### src/rtl/ssx_pkg.sv
// ssx_pkg: shared types, codes and constants of the shadow silhouette extractor
// used by ssx_prim and shadow_silhouette_extractor; no dependencies
package ssx_pkg;

  localparam int MAX_FACES_DEF = 4096;
  localparam int FACE_FIELD_W  = 12;
  localparam int VCOUNT_W      = 15;
  localparam int IDX_W         = 16;
  localparam int CNT_W         = 16;
  localparam int APB_ADDR_W    = 4;
  localparam int APB_DATA_W    = 32;

  localparam logic [1:0] REQ_FLAG = 2'd0;
  localparam logic [1:0] REQ_EDGE = 2'd1;
  localparam logic [1:0] REQ_FACE = 2'd2;

  localparam logic [1:0] KIND_SIDE_QUAD = 2'd0;
  localparam logic [1:0] KIND_SIDE_TRI  = 2'd1;
  localparam logic [1:0] KIND_FRONT_CAP = 2'd2;
  localparam logic [1:0] KIND_BACK_CAP  = 2'd3;

  localparam logic [1:0] REG_INFINITE_LIGHT = 2'd0;
  localparam logic [1:0] REG_ZFAIL_CAPS     = 2'd1;
  localparam logic [1:0] REG_OPTIMIZE_BACK  = 2'd2;
  localparam logic [1:0] REG_VERTEX_COUNT   = 2'd3;

  typedef struct packed {
    logic [1:0]              req_type;
    logic                    first_of_mesh;
    logic [FACE_FIELD_W-1:0] face_a;
    logic [FACE_FIELD_W-1:0] face_b;
    logic                    has_face_b;
    logic                    facing;
    logic [IDX_W-1:0]        vert_a;
    logic [IDX_W-1:0]        vert_b;
    logic [IDX_W-1:0]        vert_c;
    logic                    opaque;
  } req_t;

  typedef struct packed {
    logic [1:0]       kind;
    logic [IDX_W-1:0] index_0;
    logic [IDX_W-1:0] index_1;
    logic [IDX_W-1:0] index_2;
    logic [IDX_W-1:0] index_3;
    logic [CNT_W-1:0] side_count;
    logic [CNT_W-1:0] front_count;
    logic [CNT_W-1:0] back_count;
    logic             last_of_item;
  } res_t;

  typedef struct packed {
    logic                infinite_light;
    logic                zfail_caps;
    logic                optimize_back_cap;
    logic [VCOUNT_W-1:0] vertex_count;
  } cfg_t;

  typedef struct packed {
    logic [CNT_W-1:0] sides;
    logic [CNT_W-1:0] fronts;
    logic [CNT_W-1:0] backs;
    logic [IDX_W-1:0] apex;
    logic             captured;
  } cnt_t;

endpackage

### src/rtl/ssx_prim.sv
// ssx_prim: turns one item and its looked-up facing flags into up to two primitives
// and the next counter state; depends on ssx_pkg
module ssx_prim
  import ssx_pkg::*;
(
  input  req_t       item,
  input  logic       flag_a,
  input  logic       flag_b,
  input  cfg_t       cfg,
  input  cnt_t       cnt,
  output logic [1:0] count,
  output res_t       res_0,
  output res_t       res_1,
  output cnt_t       cnt_next
);

  cnt_t             base;
  logic             fa;
  logic             fb;
  logic [IDX_W-1:0] p;
  logic [IDX_W-1:0] q;
  logic [IDX_W-1:0] vc;
  logic [IDX_W-1:0] xp;
  logic [IDX_W-1:0] xq;

  assign vc = {1'b0, cfg.vertex_count};
  assign fa = flag_a;
  assign fb = item.has_face_b & flag_b;
  assign p  = fa ? item.vert_b : item.vert_a;
  assign q  = fa ? item.vert_a : item.vert_b;
  assign xp = vc + p;
  assign xq = vc + q;

  always_comb begin
    base = cnt;
    if (item.first_of_mesh) begin
      base.sides    = '0;
      base.fronts   = '0;
      base.backs    = '0;
      base.captured = 1'b0;
    end
    cnt_next = base;
    count    = 2'd0;
    res_0    = '0;
    res_1    = '0;
    unique case (item.req_type)
      REQ_EDGE: begin
        if (!base.captured) begin
          cnt_next.apex     = vc + item.vert_a;
          cnt_next.captured = 1'b1;
        end
        if (fa != fb) begin
          cnt_next.sides = base.sides + 1'b1;
          count = 2'd1;
          if (cfg.infinite_light) begin
            res_0.kind    = KIND_SIDE_TRI;
            res_0.index_0 = p;
            res_0.index_1 = q;
            res_0.index_2 = vc;
          end else begin
            res_0.kind    = KIND_SIDE_QUAD;
            res_0.index_0 = p;
            res_0.index_1 = q;
            res_0.index_2 = xq;
            res_0.index_3 = xp;
            if (cfg.zfail_caps && cfg.optimize_back_cap) begin
              count = 2'd2;
              cnt_next.backs = base.backs + 1'b1;
              res_1.kind    = KIND_BACK_CAP;
              res_1.index_0 = cnt_next.apex;
              res_1.index_1 = xp;
              res_1.index_2 = xq;
            end
          end
        end
      end
      REQ_FACE: begin
        if (cfg.zfail_caps && item.opaque) begin
          if (fa) begin
            count = 2'd1;
            cnt_next.fronts = base.fronts + 1'b1;
            res_0.kind    = KIND_FRONT_CAP;
            res_0.index_0 = item.vert_a;
            res_0.index_1 = item.vert_b;
            res_0.index_2 = item.vert_c;
          end else if (!cfg.infinite_light && !cfg.optimize_back_cap) begin
            count = 2'd1;
            cnt_next.backs = base.backs + 1'b1;
            res_0.kind    = KIND_BACK_CAP;
            res_0.index_0 = vc + item.vert_a;
            res_0.index_1 = vc + item.vert_b;
            res_0.index_2 = vc + item.vert_c;
          end
        end
      end
      default: begin
      end
    endcase
    res_0.side_count   = cnt_next.sides;
    res_0.front_count  = cnt_next.fronts;
    res_0.back_count   = (count == 2'd2) ? base.backs : cnt_next.backs;
    res_0.last_of_item = (count == 2'd1);
    res_1.side_count   = cnt_next.sides;
    res_1.front_count  = cnt_next.fronts;
    res_1.back_count   = cnt_next.backs;
    res_1.last_of_item = 1'b1;
  end

endmodule

### config.mk
export PLATFORM = sky130hd
export DESIGN_NAME = ssx_prim
export DESIGN_NICKNAME = d
export VERILOG_FILES = /design/src/rtl/ssx_pkg.sv /design/src/rtl/ssx_prim.sv
export SDC_FILE = /design/constraint.sdc
export NUM_CORES = 1
export LEC_CHECK = 0
export ABC_AREA = 1
export BUFFER_PORTS_ARGS = -buffer_cell sky130_fd_sc_hd__buf_2
export CAP_MARGIN = 40
export CORE_AREA = 5 5 174 176
export DETAILED_ROUTE_END_ITERATION = 16
export DIE_AREA = 0 0 179 181
export GPL_TIMING_DRIVEN = 1
export MAX_ROUTING_LAYER = met4
export PLACE_DENSITY_LB_ADDON = 0.08
export SETUP_SLACK_MARGIN = 0.2
export SYNTH_ARGS = -nofsm -noshare
export SYNTH_HDL_FRONTEND = slang
export SYNTH_SLANG_ARGS = --single-unit
export TNS_END_PERCENT = 10
### constraint.sdc
create_clock -name vclk -period 2.45
set_clock_uncertainty 0.1 [all_clocks]
set_input_delay 0.1225 -clock vclk [all_inputs]
set_output_delay 0.1225 -clock vclk [all_outputs]
set_load 0.02 [all_outputs]
==> impl_metrics.ini <==
[finish]
clkbuf_count = 0
layout.nets = 2445
final_design_area_no_fill_mm2 = 0.01414
area_delta_synth_final_pct = 63.76
n_fill_cell = 3127
drive_gt1_share_pct = 43.87
n_sequential_cell = 0
regArea_um2 = 0

[synthesis]
yosys-top-cells-count = nand2_1 (469), inv_1 (200), nor2_1 (188)
postSynthCellCount = 1663
yosysWarnings = 0
synth_top_area_share_pct = 20.39
yosysTopAreaCell = nand2_1
netlist_area_mm2 = 0.008635
synth_area_per_cell_um2 = 5.192
synthTopCellsByArea = nand2_1 (20%), ha_1 (12%), buf_4 (9.0%)
ys_types = 44
yosysSeqAreaShare_pct = 0
yosysMostFrequentCell = nand2_1

[worst_setup_path]
worstPathCellList = buf_16, buf_8, nand2_2, nand2_4, ha_4, fa_2, nand4_1, buf_4, buf_4, nand4_1, nand3_2, o211ai_1, a31oi_1, buf_4
start_kind = input port
path_common_cell = buf_4
end_kind = output port
worstPathRequired_ps = 2230
cp.arrival_ps = 2240
cpPeakStageDelay_ps = 370
cp_slowest_cell = fa_2
crit_fanout = 8
path_class = in2out

[drt]
drt_iter0_markers = 903
via_per_inst = 4.992
drt-wirelength-per-cell_um = 19.51
drtPass1Iterations = 6
drc = 0
wl_mm = 50.36
vias = 12889
ant_nets = 0

[power_and_ir_drop]
peakVddDrop_v = 0.0001160
power.total_mw = 3.538
power_density_mw_per_mm2 = 250.2
leakagePower_nw = 7.796

[global_route]
first_global_vias = 12526
antenna_found_initial = 3
grt_overflow_total = 0
grt_pass1_wl_mm = 72.60
grt_max_degree = 29
track_usage_pct = 29.47

[worst_hold_path]
hold_path.class = in2out

[floorplanning]
core_mm2 = 0.02847
fp.dieW_um = 179
io_pins = 460
fp.dieH_um = 181
start_util_pct = 30.33
dieArea_mm2 = 0.03240
num_rows = 62

[timing]
fmax_ghz = 0.4065
min_period_over_period_pct = 100.4
rsz0062_at_grt = yes
fin_ws_ps = -9.967
finalSetupViolCount = 1
hold_viol_final = 0
period_needed_ps = 2460
drv_slew = 0

[placement]
place_hpwl_mm = 43.15
place_area_mm2 = 0.01203
gp_congestion = 1.062
numPortBuffers = 418

[flow_run]
max_cap_violations = 0

[run_status]
violations = negative setup slack
outcome = finished with violations

[clocking]
postCtsHoldBufs = 0
==> stage by stage <==
step / std cells / hold WS [ps] / setup TNS, ps / setup slack, ps / utilization (%)
floorplan: 1678 / 319.6 / 0 / 128.8 / -
global placement: 2546 / 475.9 / -18690 / -385.4 / 42.27
detailed placement: 2546 / 480.6 / -24650 / -395.6 / 42.27
CTS: 2568 / 482.0 / 0 / 16.88 / 45.44
global route: 2582 / 499.6 / -902.3 / -108.3 / 49.67
finish: 2582 / 460.2 / -9.967 / -9.967 / 49.67
==> repair_timing <==
action,in CTS,in global routing
setup buffers,21,11
pin swaps,46,70
cloned,1,0
endpoints found under the setup margin,218,216
gates resized for setup,174,297
==> cell type report <==
cell class                      count  area [µm²]  area share, %
Tap cell                          384       480.5          3.398
Inverter                          206       798.3          5.646
Timing Repair Buffer              660        4370          30.91
Multi-Input combinational cell   1329        8483          59.99
Antenna cell                        3       7.507        0.05309
==> worst paths after layout <==
path	end	cells after the start	start
worst min-delay path	cnt_next[15]	4	cnt[15]
worst max-delay path	res_0[71]	14	flag_a
==> cells by family after synthesis <==
group,Yosys count,share of synthesized area (%)
and+or+nand+nor,865,41.78
buffers and inverters,349,19.81
AOI/OAI and AO/OA,306,19.90
adders and majority gates,85,12.75
xor gates and xnor gates,56,5.680
other,2,0.08698
==> where the power goes <==
group / switching (mW) / leakage [nW] / internal [mW]
clock network: 0 / 0.0000190 / 0.000000122
registers: 0 / 0 / 0
logic: 2.11 / 7.80 / 1.43
total: 2.11 / 7.80 / 1.43
==> metal layers <==
layer  wire length (µm)  track usage (%)
met5                  0                -
met4               2125            8.628
met3               3155            3.491
met2              24500            51.44
met1              20580            35.35
==> cells in the final DEF (no fill, tap or decap), types with 10 or more instances in the layout <==
cell type and n:
nand2_1 419, buf_2 324, buf_4 289, inv_1 177, nor2_1 160, nand3_1 88, a21oi_1 84, o21ai_0 67
nand2_2 41, ha_1 41, ha_4 36, a21oi_2 29, nand3_2 28, nor2_2 27, buf_6 27, xor2_1 26
inv_2 23, o21ai_1 21, a22oi_1 18, nand4_1 18, xnor2_1 17, conb_1 17, nor3_1 16, or2_2 15
nand2_4 14, o21ai_2 13, a21oi_4 10, a31oi_1 10, o21bai_1 10, clkbuf_4 10
==> worst max-delay path: cells and delay by family <==
kind / cells / cell delay (ps)
buffers and inverters: 5 / 680
AND/OR/NAND/NOR: 5 / 530
AO/OA/AOI/OAI: 2 / 340
adder cells (fa/ha/maj): 2 / 540
No activity file was read; power rests on OpenSTA's default activity.
